--- src/rtl/snmprh_pkg.sv ---
// ----------------------------------------------------------------------------
// SNMP response header parser package
// Shared constants and the result word type of the header parser.
// ----------------------------------------------------------------------------
package snmprh_pkg;

    localparam int MAX_PACKET_BYTES  = 65535;
    localparam int MAX_INTEGER_BYTES = 20;

    localparam int IN_TDATA_W  = 40;
    localparam int OUT_TDATA_W = 224;

    localparam logic [7:0]  TAG_SEQUENCE  = 8'h30;
    localparam logic [7:0]  TAG_INTEGER   = 8'h02;
    localparam logic [7:0]  TAG_OCTETS    = 8'h04;
    localparam logic [7:0]  TAG_PDU_LO    = 8'hA0;
    localparam logic [7:0]  TAG_PDU_HI    = 8'hA5;
    localparam logic [24:0] LENGTH_MAX    = 25'h10000;
    localparam logic [16:0] LIMIT_NONE    = 17'h1FFFF;

    typedef struct packed {
        logic        verdict;
        logic [15:0] varbinds_end;
        logic [15:0] varbinds_offset;
        logic [7:0]  pdu_type;
        logic [16:0] comm_bytes;
        logic [63:0] err_idx;
        logic [63:0] err_stat;
        logic [31:0] rsp_id;
    } result_t;

endpackage

--- src/rtl/snmprh_core.sv ---
// ----------------------------------------------------------------------------
// SNMP response header parser core
// Walks the BER header one byte per cycle while accept is high and forms the
// verdict word on the last byte of a packet.
// ----------------------------------------------------------------------------
module snmprh_core
    import snmprh_pkg::*;
(
    input  logic          clk,
    input  logic          rst_n,
    input  logic          accept,
    input  logic [7:0]    data_byte,
    input  logic          last_byte,
    input  logic [30:0]   expected_id,
    output logic          res_valid,
    output result_t       res
);

    localparam logic [3:0] PH_OUTER_TAG = 4'd0;
    localparam logic [3:0] PH_OUTER_LEN = 4'd1;
    localparam logic [3:0] PH_INT_TAG   = 4'd2;
    localparam logic [3:0] PH_INT_LEN   = 4'd3;
    localparam logic [3:0] PH_INT_BODY  = 4'd4;
    localparam logic [3:0] PH_COMM_TAG  = 4'd5;
    localparam logic [3:0] PH_COMM_LEN  = 4'd6;
    localparam logic [3:0] PH_COMM_SKIP = 4'd7;
    localparam logic [3:0] PH_PDU_TAG   = 4'd8;
    localparam logic [3:0] PH_PDU_LEN   = 4'd9;
    localparam logic [3:0] PH_VB_TAG    = 4'd10;
    localparam logic [3:0] PH_VB_LEN    = 4'd11;
    localparam logic [3:0] PH_DONE      = 4'd12;

    localparam logic [1:0] SITE_VERSION = 2'd0;
    localparam logic [1:0] SITE_REQ_ID  = 2'd1;
    localparam logic [1:0] SITE_STATUS  = 2'd2;
    localparam logic [1:0] SITE_INDEX   = 2'd3;

    logic [3:0]  phase_reg,     phase_next;
    logic [15:0] offset_reg,    offset_next;
    logic [16:0] limit_reg,     limit_next;
    logic [16:0] laccum_reg,    laccum_next;
    logic [6:0]  lleft_reg,     lleft_next;
    logic [63:0] iaccum_reg,    iaccum_next;
    logic [4:0]  ileft_reg,     ileft_next;
    logic [16:0] skip_reg,      skip_next;
    logic [31:0] rid_reg,       rid_next;
    logic [63:0] status_reg,    status_next;
    logic [63:0] index_reg,     index_next;
    logic [16:0] comm_reg,      comm_next;
    logic [7:0]  pdu_reg,       pdu_next;
    logic [15:0] vb_off_reg,    vb_off_next;
    logic [15:0] vb_lim_reg,    vb_lim_next;
    logic        rejected_reg,  rejected_next;
    logic [1:0]  site_reg,      site_next;

    logic [24:0] len_wide;
    logic [16:0] len_accum_upd;
    logic [6:0]  len_left_upd;
    logic        len_done;
    logic        len_bad;
    logic [16:0] pos_inc;
    logic [17:0] len_end;
    logic [16:0] narrowed;
    logic [15:0] narrowed_clip;
    logic        finish;
    logic        clear;

    assign pos_inc  = {1'b0, offset_reg} + 17'd1;
    assign len_wide = {laccum_reg, data_byte};

    always_comb
    begin
        len_accum_upd = laccum_reg;
        len_left_upd  = lleft_reg;
        len_done      = 1'b0;
        len_bad       = 1'b0;
        if (lleft_reg == 7'd0)
        begin
            if (data_byte[7])
            begin
                if (data_byte[6:0] == 7'd0)
                begin
                    len_bad = 1'b1;
                end
                else
                begin
                    len_left_upd  = data_byte[6:0];
                    len_accum_upd = '0;
                end
            end
            else
            begin
                len_accum_upd = {9'd0, data_byte};
                len_done      = 1'b1;
            end
        end
        else
        begin
            if (len_wide > LENGTH_MAX)
            begin
                len_bad = 1'b1;
            end
            else
            begin
                len_accum_upd = len_wide[16:0];
                len_left_upd  = lleft_reg - 7'd1;
                len_done      = (len_left_upd == 7'd0);
            end
        end
    end

    assign len_end       = {1'b0, pos_inc} + {1'b0, len_accum_upd};
    assign narrowed      = (len_end < {1'b0, limit_reg}) ? len_end[16:0] : limit_reg;
    assign narrowed_clip = narrowed[16] ? 16'hFFFF : narrowed[15:0];

    always_comb
    begin
        phase_next    = phase_reg;
        offset_next   = offset_reg;
        limit_next    = limit_reg;
        laccum_next   = laccum_reg;
        lleft_next    = lleft_reg;
        iaccum_next   = iaccum_reg;
        ileft_next    = ileft_reg;
        skip_next     = skip_reg;
        rid_next      = rid_reg;
        status_next   = status_reg;
        index_next    = index_reg;
        comm_next     = comm_reg;
        pdu_next      = pdu_reg;
        vb_off_next   = vb_off_reg;
        vb_lim_next   = vb_lim_reg;
        rejected_next = rejected_reg;
        site_next     = site_reg;
        finish        = 1'b0;

        if (accept)
        begin
            if ({1'b0, offset_reg} >= 17'(MAX_PACKET_BYTES))
            begin
                rejected_next = 1'b1;
            end
            if (!rejected_next && phase_reg != PH_DONE)
            begin
                if ({1'b0, offset_reg} >= limit_reg)
                begin
                    rejected_next = 1'b1;
                end
                else
                begin
                    unique case (phase_reg)
                        PH_OUTER_TAG, PH_VB_TAG:
                        begin
                            if (data_byte != TAG_SEQUENCE)
                            begin
                                rejected_next = 1'b1;
                            end
                            else
                            begin
                                lleft_next = '0;
                                phase_next = (phase_reg == PH_OUTER_TAG) ? PH_OUTER_LEN
                                                                         : PH_VB_LEN;
                            end
                        end
                        PH_INT_TAG:
                        begin
                            if (data_byte != TAG_INTEGER)
                            begin
                                rejected_next = 1'b1;
                            end
                            else
                            begin
                                lleft_next = '0;
                                phase_next = PH_INT_LEN;
                            end
                        end
                        PH_COMM_TAG:
                        begin
                            if (data_byte != TAG_OCTETS)
                            begin
                                rejected_next = 1'b1;
                            end
                            else
                            begin
                                lleft_next = '0;
                                phase_next = PH_COMM_LEN;
                            end
                        end
                        PH_PDU_TAG:
                        begin
                            if (data_byte < TAG_PDU_LO || data_byte > TAG_PDU_HI)
                            begin
                                rejected_next = 1'b1;
                            end
                            else
                            begin
                                pdu_next   = data_byte;
                                lleft_next = '0;
                                phase_next = PH_PDU_LEN;
                            end
                        end
                        PH_INT_BODY:
                        begin
                            iaccum_next = {iaccum_reg[55:0], data_byte};
                            ileft_next  = ileft_reg - 5'd1;
                            finish      = (ileft_next == 5'd0);
                        end
                        PH_COMM_SKIP:
                        begin
                            skip_next = skip_reg - 17'd1;
                            if (skip_next == 17'd0)
                            begin
                                phase_next = PH_PDU_TAG;
                            end
                        end
                        PH_OUTER_LEN, PH_PDU_LEN, PH_COMM_LEN, PH_INT_LEN, PH_VB_LEN:
                        begin
                            if (len_bad)
                            begin
                                rejected_next = 1'b1;
                            end
                            else
                            begin
                                laccum_next = len_accum_upd;
                                lleft_next  = len_left_upd;
                                if (len_done)
                                begin
                                    unique case (phase_reg)
                                        PH_OUTER_LEN:
                                        begin
                                            limit_next = narrowed;
                                            site_next  = SITE_VERSION;
                                            phase_next = PH_INT_TAG;
                                        end
                                        PH_PDU_LEN:
                                        begin
                                            limit_next = narrowed;
                                            site_next  = SITE_REQ_ID;
                                            phase_next = PH_INT_TAG;
                                        end
                                        PH_COMM_LEN:
                                        begin
                                            comm_next  = len_accum_upd;
                                            skip_next  = len_accum_upd;
                                            phase_next = (len_accum_upd == 17'd0) ? PH_PDU_TAG
                                                                                  : PH_COMM_SKIP;
                                        end
                                        PH_INT_LEN:
                                        begin
                                            if (len_accum_upd > 17'(MAX_INTEGER_BYTES))
                                            begin
                                                rejected_next = 1'b1;
                                            end
                                            else
                                            begin
                                                iaccum_next = '0;
                                                ileft_next  = len_accum_upd[4:0];
                                                if (len_accum_upd == 17'd0)
                                                begin
                                                    finish = 1'b1;
                                                end
                                                else
                                                begin
                                                    phase_next = PH_INT_BODY;
                                                end
                                            end
                                        end
                                        default:
                                        begin
                                            limit_next  = narrowed;
                                            vb_off_next = pos_inc[15:0];
                                            vb_lim_next = narrowed_clip;
                                            phase_next  = PH_DONE;
                                        end
                                    endcase
                                end
                            end
                        end
                        default:
                        begin
                            rejected_next = 1'b1;
                        end
                    endcase

                    if (finish)
                    begin
                        unique case (site_reg)
                            SITE_VERSION:
                            begin
                                if (iaccum_next != 64'd0)
                                begin
                                    rejected_next = 1'b1;
                                end
                                else
                                begin
                                    phase_next = PH_COMM_TAG;
                                end
                            end
                            SITE_REQ_ID:
                            begin
                                rid_next = iaccum_next[31:0];
                                if (iaccum_next[31:0] != {1'b0, expected_id})
                                begin
                                    rejected_next = 1'b1;
                                end
                                else
                                begin
                                    site_next  = SITE_STATUS;
                                    phase_next = PH_INT_TAG;
                                end
                            end
                            SITE_STATUS:
                            begin
                                status_next = iaccum_next;
                                site_next   = SITE_INDEX;
                                phase_next  = PH_INT_TAG;
                            end
                            default:
                            begin
                                index_next = iaccum_next;
                                phase_next = PH_VB_TAG;
                            end
                        endcase
                    end
                end
            end
            offset_next = (offset_reg == 16'hFFFF) ? offset_reg : pos_inc[15:0];
        end
    end

    assign clear     = accept && last_byte;
    assign res_valid = clear;

    always_comb
    begin
        res = '0;
        if (!rejected_next && phase_next == PH_DONE)
        begin
            res.rsp_id          = rid_next;
            res.err_stat        = status_next;
            res.err_idx         = index_next;
            res.comm_bytes      = comm_next;
            res.pdu_type        = pdu_next;
            res.varbinds_offset = vb_off_next;
            res.varbinds_end    = ({1'b0, vb_lim_next} < pos_inc) ? vb_lim_next
                                                                  : pos_inc[15:0];
        end
        else
        begin
            res.verdict = 1'b1;
        end
    end

    always_ff @(posedge clk or negedge rst_n)
    begin
        if (!rst_n)
        begin
            phase_reg    <= PH_OUTER_TAG;
            offset_reg   <= '0;
            limit_reg    <= LIMIT_NONE;
            laccum_reg   <= '0;
            lleft_reg    <= '0;
            iaccum_reg   <= '0;
            ileft_reg    <= '0;
            skip_reg     <= '0;
            rid_reg      <= '0;
            status_reg   <= '0;
            index_reg    <= '0;
            comm_reg     <= '0;
            pdu_reg      <= '0;
            vb_off_reg   <= '0;
            vb_lim_reg   <= '0;
            rejected_reg <= 1'b0;
            site_reg     <= SITE_VERSION;
        end
        else if (clear)
        begin
            phase_reg    <= PH_OUTER_TAG;
            offset_reg   <= '0;
            limit_reg    <= LIMIT_NONE;
            laccum_reg   <= '0;
            lleft_reg    <= '0;
            iaccum_reg   <= '0;
            ileft_reg    <= '0;
            skip_reg     <= '0;
            rid_reg      <= '0;
            status_reg   <= '0;
            index_reg    <= '0;
            comm_reg     <= '0;
            pdu_reg      <= '0;
            vb_off_reg   <= '0;
            vb_lim_reg   <= '0;
            rejected_reg <= 1'b0;
            site_reg     <= SITE_VERSION;
        end
        else
        begin
            phase_reg    <= phase_next;
            offset_reg   <= offset_next;
            limit_reg    <= limit_next;
            laccum_reg   <= laccum_next;
            lleft_reg    <= lleft_next;
            iaccum_reg   <= iaccum_next;
            ileft_reg    <= ileft_next;
            skip_reg     <= skip_next;
            rid_reg      <= rid_next;
            status_reg   <= status_next;
            index_reg    <= index_next;
            comm_reg     <= comm_next;
            pdu_reg      <= pdu_next;
            vb_off_reg   <= vb_off_next;
            vb_lim_reg   <= vb_lim_next;
            rejected_reg <= rejected_next;
            site_reg     <= site_next;
        end
    end

endmodule

--- src/rtl/snmp_response_header_parser.sv ---
// ----------------------------------------------------------------------------
// SNMP response header parser
// Checks the BER header of an SNMP response, one payload byte per word, and
// delivers one verdict word with the extracted header fields per packet.
// ----------------------------------------------------------------------------
// Channel   Direction  Word contents
// s_axis    in         tdata: data_byte, expected_id; tlast: last_byte
// m_axis    out        tdata: header fields; tuser: verdict
//
// One input word is taken every cycle while s_tready is high; the parser
// state is updated in the same cycle through a single level of byte decode
// logic. A verdict word passes through the output register, or first the skid
// register while the output register holds one, to the master side. The two
// let input flow on while a verdict waits; input stalls only when both hold a
// verdict. Reset clears the parser to the start of a packet and empties both.
// ----------------------------------------------------------------------------
module snmp_response_header_parser
    import snmprh_pkg::*;
(
    input  logic                   clk,
    input  logic                   rst_n,
    input  logic                   s_tvalid,
    output logic                   s_tready,
    input  logic [IN_TDATA_W-1:0]  s_tdata,   // data_byte[7:0], expected_id[38:8], zero
    input  logic                   s_tlast,
    output logic                   m_tvalid,
    input  logic                   m_tready,
    output logic [OUT_TDATA_W-1:0] m_tdata,   // rsp_id, err_stat, err_idx,
                                              // comm_bytes, pdu_type,
                                              // varbinds_offset, varbinds_end, zero
    output logic                   m_tuser    // verdict
);

    logic    accept;
    logic    res_valid;
    result_t res;
    logic    out_valid_reg;
    result_t out_reg;
    logic    skid_valid_reg;
    result_t skid_reg;
    logic    out_take;

    assign s_tready = !skid_valid_reg;
    assign accept   = s_tvalid && s_tready;
    assign out_take = out_valid_reg && m_tready;

    snmprh_core u_core
    (
        .clk         (clk),
        .rst_n       (rst_n),
        .accept      (accept),
        .data_byte   (s_tdata[7:0]),
        .last_byte   (s_tlast),
        .expected_id (s_tdata[38:8]),
        .res_valid   (res_valid),
        .res         (res)
    );

    always_ff @(posedge clk or negedge rst_n)
    begin
        if (!rst_n)
        begin
            out_valid_reg  <= 1'b0;
            skid_valid_reg <= 1'b0;
        end
        else if (!out_valid_reg || out_take)
        begin
            if (skid_valid_reg)
            begin
                out_valid_reg  <= 1'b1;
                skid_valid_reg <= 1'b0;
            end
            else
            begin
                out_valid_reg <= res_valid;
            end
        end
        else if (res_valid)
        begin
            skid_valid_reg <= 1'b1;
        end
    end

    always_ff @(posedge clk)
    begin
        if (!out_valid_reg || out_take)
        begin
            if (skid_valid_reg)
            begin
                out_reg <= skid_reg;
            end
            else if (res_valid)
            begin
                out_reg <= res;
            end
        end
        else if (res_valid)
        begin
            skid_reg <= res;
        end
    end

    assign m_tvalid = out_valid_reg;
    assign m_tuser  = out_reg.verdict;
    assign m_tdata  = {7'd0, out_reg.varbinds_end, out_reg.varbinds_offset,
                       out_reg.pdu_type, out_reg.comm_bytes,
                       out_reg.err_idx, out_reg.err_stat, out_reg.rsp_id};

endmodule

--- config.mk ---
export PLATFORM = sky130hd
export DESIGN_NAME = snmp_response_header_parser
export DESIGN_NICKNAME = d
export VERILOG_FILES = /design/src/rtl/snmprh_pkg.sv /design/src/rtl/snmprh_core.sv /design/src/rtl/snmp_response_header_parser.sv
export SDC_FILE = /design/constraint.sdc
export NUM_CORES = 2
export LEC_CHECK = 0
export ABC_AREA = 1
export CAP_MARGIN = 20
export CELL_PAD_IN_SITES_DETAIL_PLACEMENT = 0
export CELL_PAD_IN_SITES_GLOBAL_PLACEMENT = 1
export CORE_UTILIZATION = 25
export DETAILED_ROUTE_END_ITERATION = 10
export DONT_BUFFER_PORTS = 1
export GPL_TIMING_DRIVEN = 0
export PLACE_DENSITY_LB_ADDON = 0.3
export SYNTH_ARGS = -nofsm -noshare
export SYNTH_HDL_FRONTEND = slang
export SYNTH_HIERARCHICAL = 1
export SYNTH_SLANG_ARGS = --single-unit
--- constraint.sdc ---
create_clock -name clk -period 12.2 [get_ports clk]
set_input_delay 1.22 -clock clk [delete_from_list [all_inputs] [get_ports clk]]
set_output_delay 1.22 -clock clk [all_outputs]
set_load 0.02 [all_outputs]
==> metrics.txt <==
status=finished with violations; failing checks=max-slew violations; Placement Cell Area=42,300 um2; slowest CP cell=o21ai_0; Area Overhead vs Synth=16.0%; TritonCTS buffer count=94; Avg WL per Cell=between 20 and 25 um; worst hold slack=0.256 ns; f_max=about 110 MHz; via/cell ratio=around 4.5; Worst Tran Pin Value=2.10 ns; Rel. slew slack=-40.3%; Net Sw Frac=between 20 and 30%; Post-Syn Area=approximately 39,000 um2; RePlAce Congestion=0.876; Critical Path Sink Type=flop; die width=~400 um; clock sink count=between 800 and 900; power per cell area=157 nW/um2; clock share of power=41.5%; clock tree skew after final layout=0.0372 ns; Layout Nets=around 4,700; layout cells sized above 1=under 10%; vias=about 30,000; Detailed Place HPWL=between 100 and 150 mm; # hold bufs at CTS=0; overall global routing resource usage=between 10% and 20%; gr ovfl total=0; Clk pin slew, worst setup/hold paths=~0.06 ns; Initial Util=25.2%; die height=between 300 and 400 um; root buffer cell=clkbuf_16; Die ar.=159,000 um2; Post CTS Setup Buffer Count=0; port bufs=0; worst-path fanout max=10; Reg power frac=44.1%; final slew viol count=roughly 210; sequential share of the synthesized area=a little under three fifths; Design Area, Final=between 40,000 and 50,000 um2; Max Buffers Root-to-Sink=3; fin cells=6,698; Crit Path Class=primary input to flop; Iter 0 DRT Violations=roughly 2,400; Period Utilization, post-route=75.6%; cell row count=roughly 150; remaining routing DRC violations=0; post-synthesis cell count=4,425; worst skew pair latency=just over 0.7 ns; Worst VDD drop=around 90 uV; proportion of power drawn by combinational gates=between 10% and 20%; Crit path arrival time=9.66 ns; drt total wl=136 mm; RSZ-0062 raised after global routing=false; Largest register FFs=218; CP Launch Type=primary input; Mean Syn Cell Area=8.89 um2; H-tree depth=3; global-route wire length before repair=between 150 and 200 mm; placed cells=roughly 6,500; ys async rst share=45.8%; clock tree from TritonCTS=yes; required time worst endpoint=around 13 ns; initial antenna violation count=17; synthesized flop and latch total=around 810; largest net degree at the start of global routing=370; Final Hold Viols=0; Pleak=19.7 nW; Netlist cell types=between 50 and 60; Pint=between 5 and 6 mW; Top FF cell, synth=edfxtp_1; number of global-route vias before repair=between 20,000 and 30,000; max-cap violation count=0; min Tclk post-route=roughly 9.2 ns; synth warn=6; core area=~160,000 um2; Critical Path Max Stage Delay=between 0.5 and 0.6 ns; post-CTS sizing=0; EDFF count, synth=~440; Final Setup Violations=0; first-pass detailed-route iteration total=5; Routed Antenna Nets=0; Ports=about 270; hold crit path type=primary input to async pin; P_sw=2.08 mW; TNS Setup=0 ns; Critical Path Most Common Cell=nand2_1
routing by layer:
layer | GRT usage (%) | part of all wire [%] | up-vias
met2 | 26.8 | 46 | 736
met5 | 0 | 0.052 | -
met3 | 4.04 | 6.8 | 136
met4 | 4.91 | 2.2 | 10
met1 | 22.9 | 45 | 14500
li1 | - | - | 14700
cell usage in the layout (no fill, tap or decap), types with 6 or more instances in the layout:
cell type and count:
nand4_1 21, xor2_1 31, o21a_1 15, buf_2 26, nor2_4 60, ha_1 76, inv_2 6, clkbuf_16 97
buf_12 21, dfrtp_1 352, clkbuf_8 10, clkinv_2 12, nor4_1 7, a22oi_1 18, nor3_1 23, clkinv_1 12
diode_2 12, conb_1 7, dfstp_2 17, o211ai_1 9, nand2_1 1369, nor2_1 600, clkbuf_1 141, o31ai_1 11
buf_6 30, inv_1 392, buf_1 7, clkinvlp_4 10, o22ai_1 89, edfxtp_1 436, nand3_1 100, bufinv_16 10
o21ai_1 12, buf_4 26, xnor2_1 10, a21oi_1 118, o21ai_0 311, nor2_2 46, nand2_2 11, nand3b_1 14
worst max-delay path, delay by kind of cell:
family,cells,cell delay [ns]
simple gates,22,2.92
fa+ha+maj,4,1.22
compound gates,11,2.56
xor+xnor,1,0.26
buf+inv,8,1.47
final cells by class:
type,count,area (um2)
diodes,12,30.0
plain buffers,222,1330
clock buffers,124,2630
clock inverters,54,627
fillers,16600,111000
inverters,402,1510
multi-input cells,3002,14200
flip-flops and latches,805,22300
well taps,2058,2570
repair buffers,19,369
synthesized netlist by cell type, types with 25 or more instances:
cell | n | share of area (%)
o21ai_0 | 311 | 4.0
nand2_1 | 1369 | 13
buf_6 | 29 | 0.83
nor2_4 | 58 | 1.7
nor2_2 | 46 | 0.73
edfxtp_1 | 436 | 33
dfrtp_1 | 352 | 22
a21oi_1 | 118 | 1.5
buf_4 | 25 | 0.48
buf_2 | 26 | 0.33
xor2_1 | 31 | 0.69
inv_1 | 392 | 3.7
nand3_1 | 100 | 1.3
clkbuf_1 | 125 | 1.2
o22ai_1 | 89 | 1.4
ha_1 | 76 | 2.4
nor2_1 | 602 | 5.7
cells by family after synthesis:
logic type               Yosys count  synth area share [%]
buffers and inverters            624                  7.21
adder cells (fa/ha/maj)           77                  2.47
multiplexers                       1                0.0286
AO/OA/AOI/OAI                    614                  8.69
other                              1               0.00953
AND/OR/NAND/NOR                 2262                  23.9
XOR/XNOR                          41                 0.913
flip-flops                       805                  56.8
per-stage QoR:
| step | utilization (%) | worst slack [ns] | total power [mW] |
|---|---|---|---|
| 6_report | 29.2 | 2.98 | 7.15 |
| 5_1_grt | 29.2 | 2.14 | 7.48 |
| 4_1_cts | 29.2 | 3.00 | 7.24 |
| 3_5_place_dp | 27.1 | 2.26 | 4.23 |
| 3_3_place_gp | 26.8 | -1.78 | 4.24 |
| 2_1_floorplan | - | 3.63 | 3.88 |
path summary, 6_finish.rpt:
path                                                   startpoint                              end  slack (ns)  cells past startpoint
worst max register to register  u_core/laccum_reg[13]$_DFFE_PN0P_           m_tdata[212]$_DFFE_PP_        3.23                     46
worst min register to register    u_core/status_reg[47]$_DFF_PN0_  u_core/status_reg[47]$_DFF_PN0_        0.51                      2
worst max-delay path                                   s_tdata[5]           m_tdata[212]$_DFFE_PP_        2.98                     46
min in group clk                  u_core/status_reg[47]$_DFF_PN0_  u_core/status_reg[47]$_DFF_PN0_        0.51                      2
worst min-delay path                                        rst_n   u_core/vb_lim_reg[6]$_DFF_PN0_        0.26                      0
max in group asynchronous                                   rst_n      u_core/rid_reg[3]$_DFF_PN0_       10.31                      0
power groups by stage:
| stage | Sequential (mW) | Combinational (mW) | Clock [mW] |
|---|---|---|---|
| after global routing | 3.17 | 1.15 | 3.16 |
| final | 3.15 | 1.03 | 2.97 |
| after global placement | 3.23 | 1.00 | 0 |
| after CTS | 3.16 | 1.03 | 3.06 |
| after detailed placement | 3.21 | 1.02 | 0 |
| after floorplan | 3.19 | 0.685 | 0 |
(Power assumes the default switching activity.)
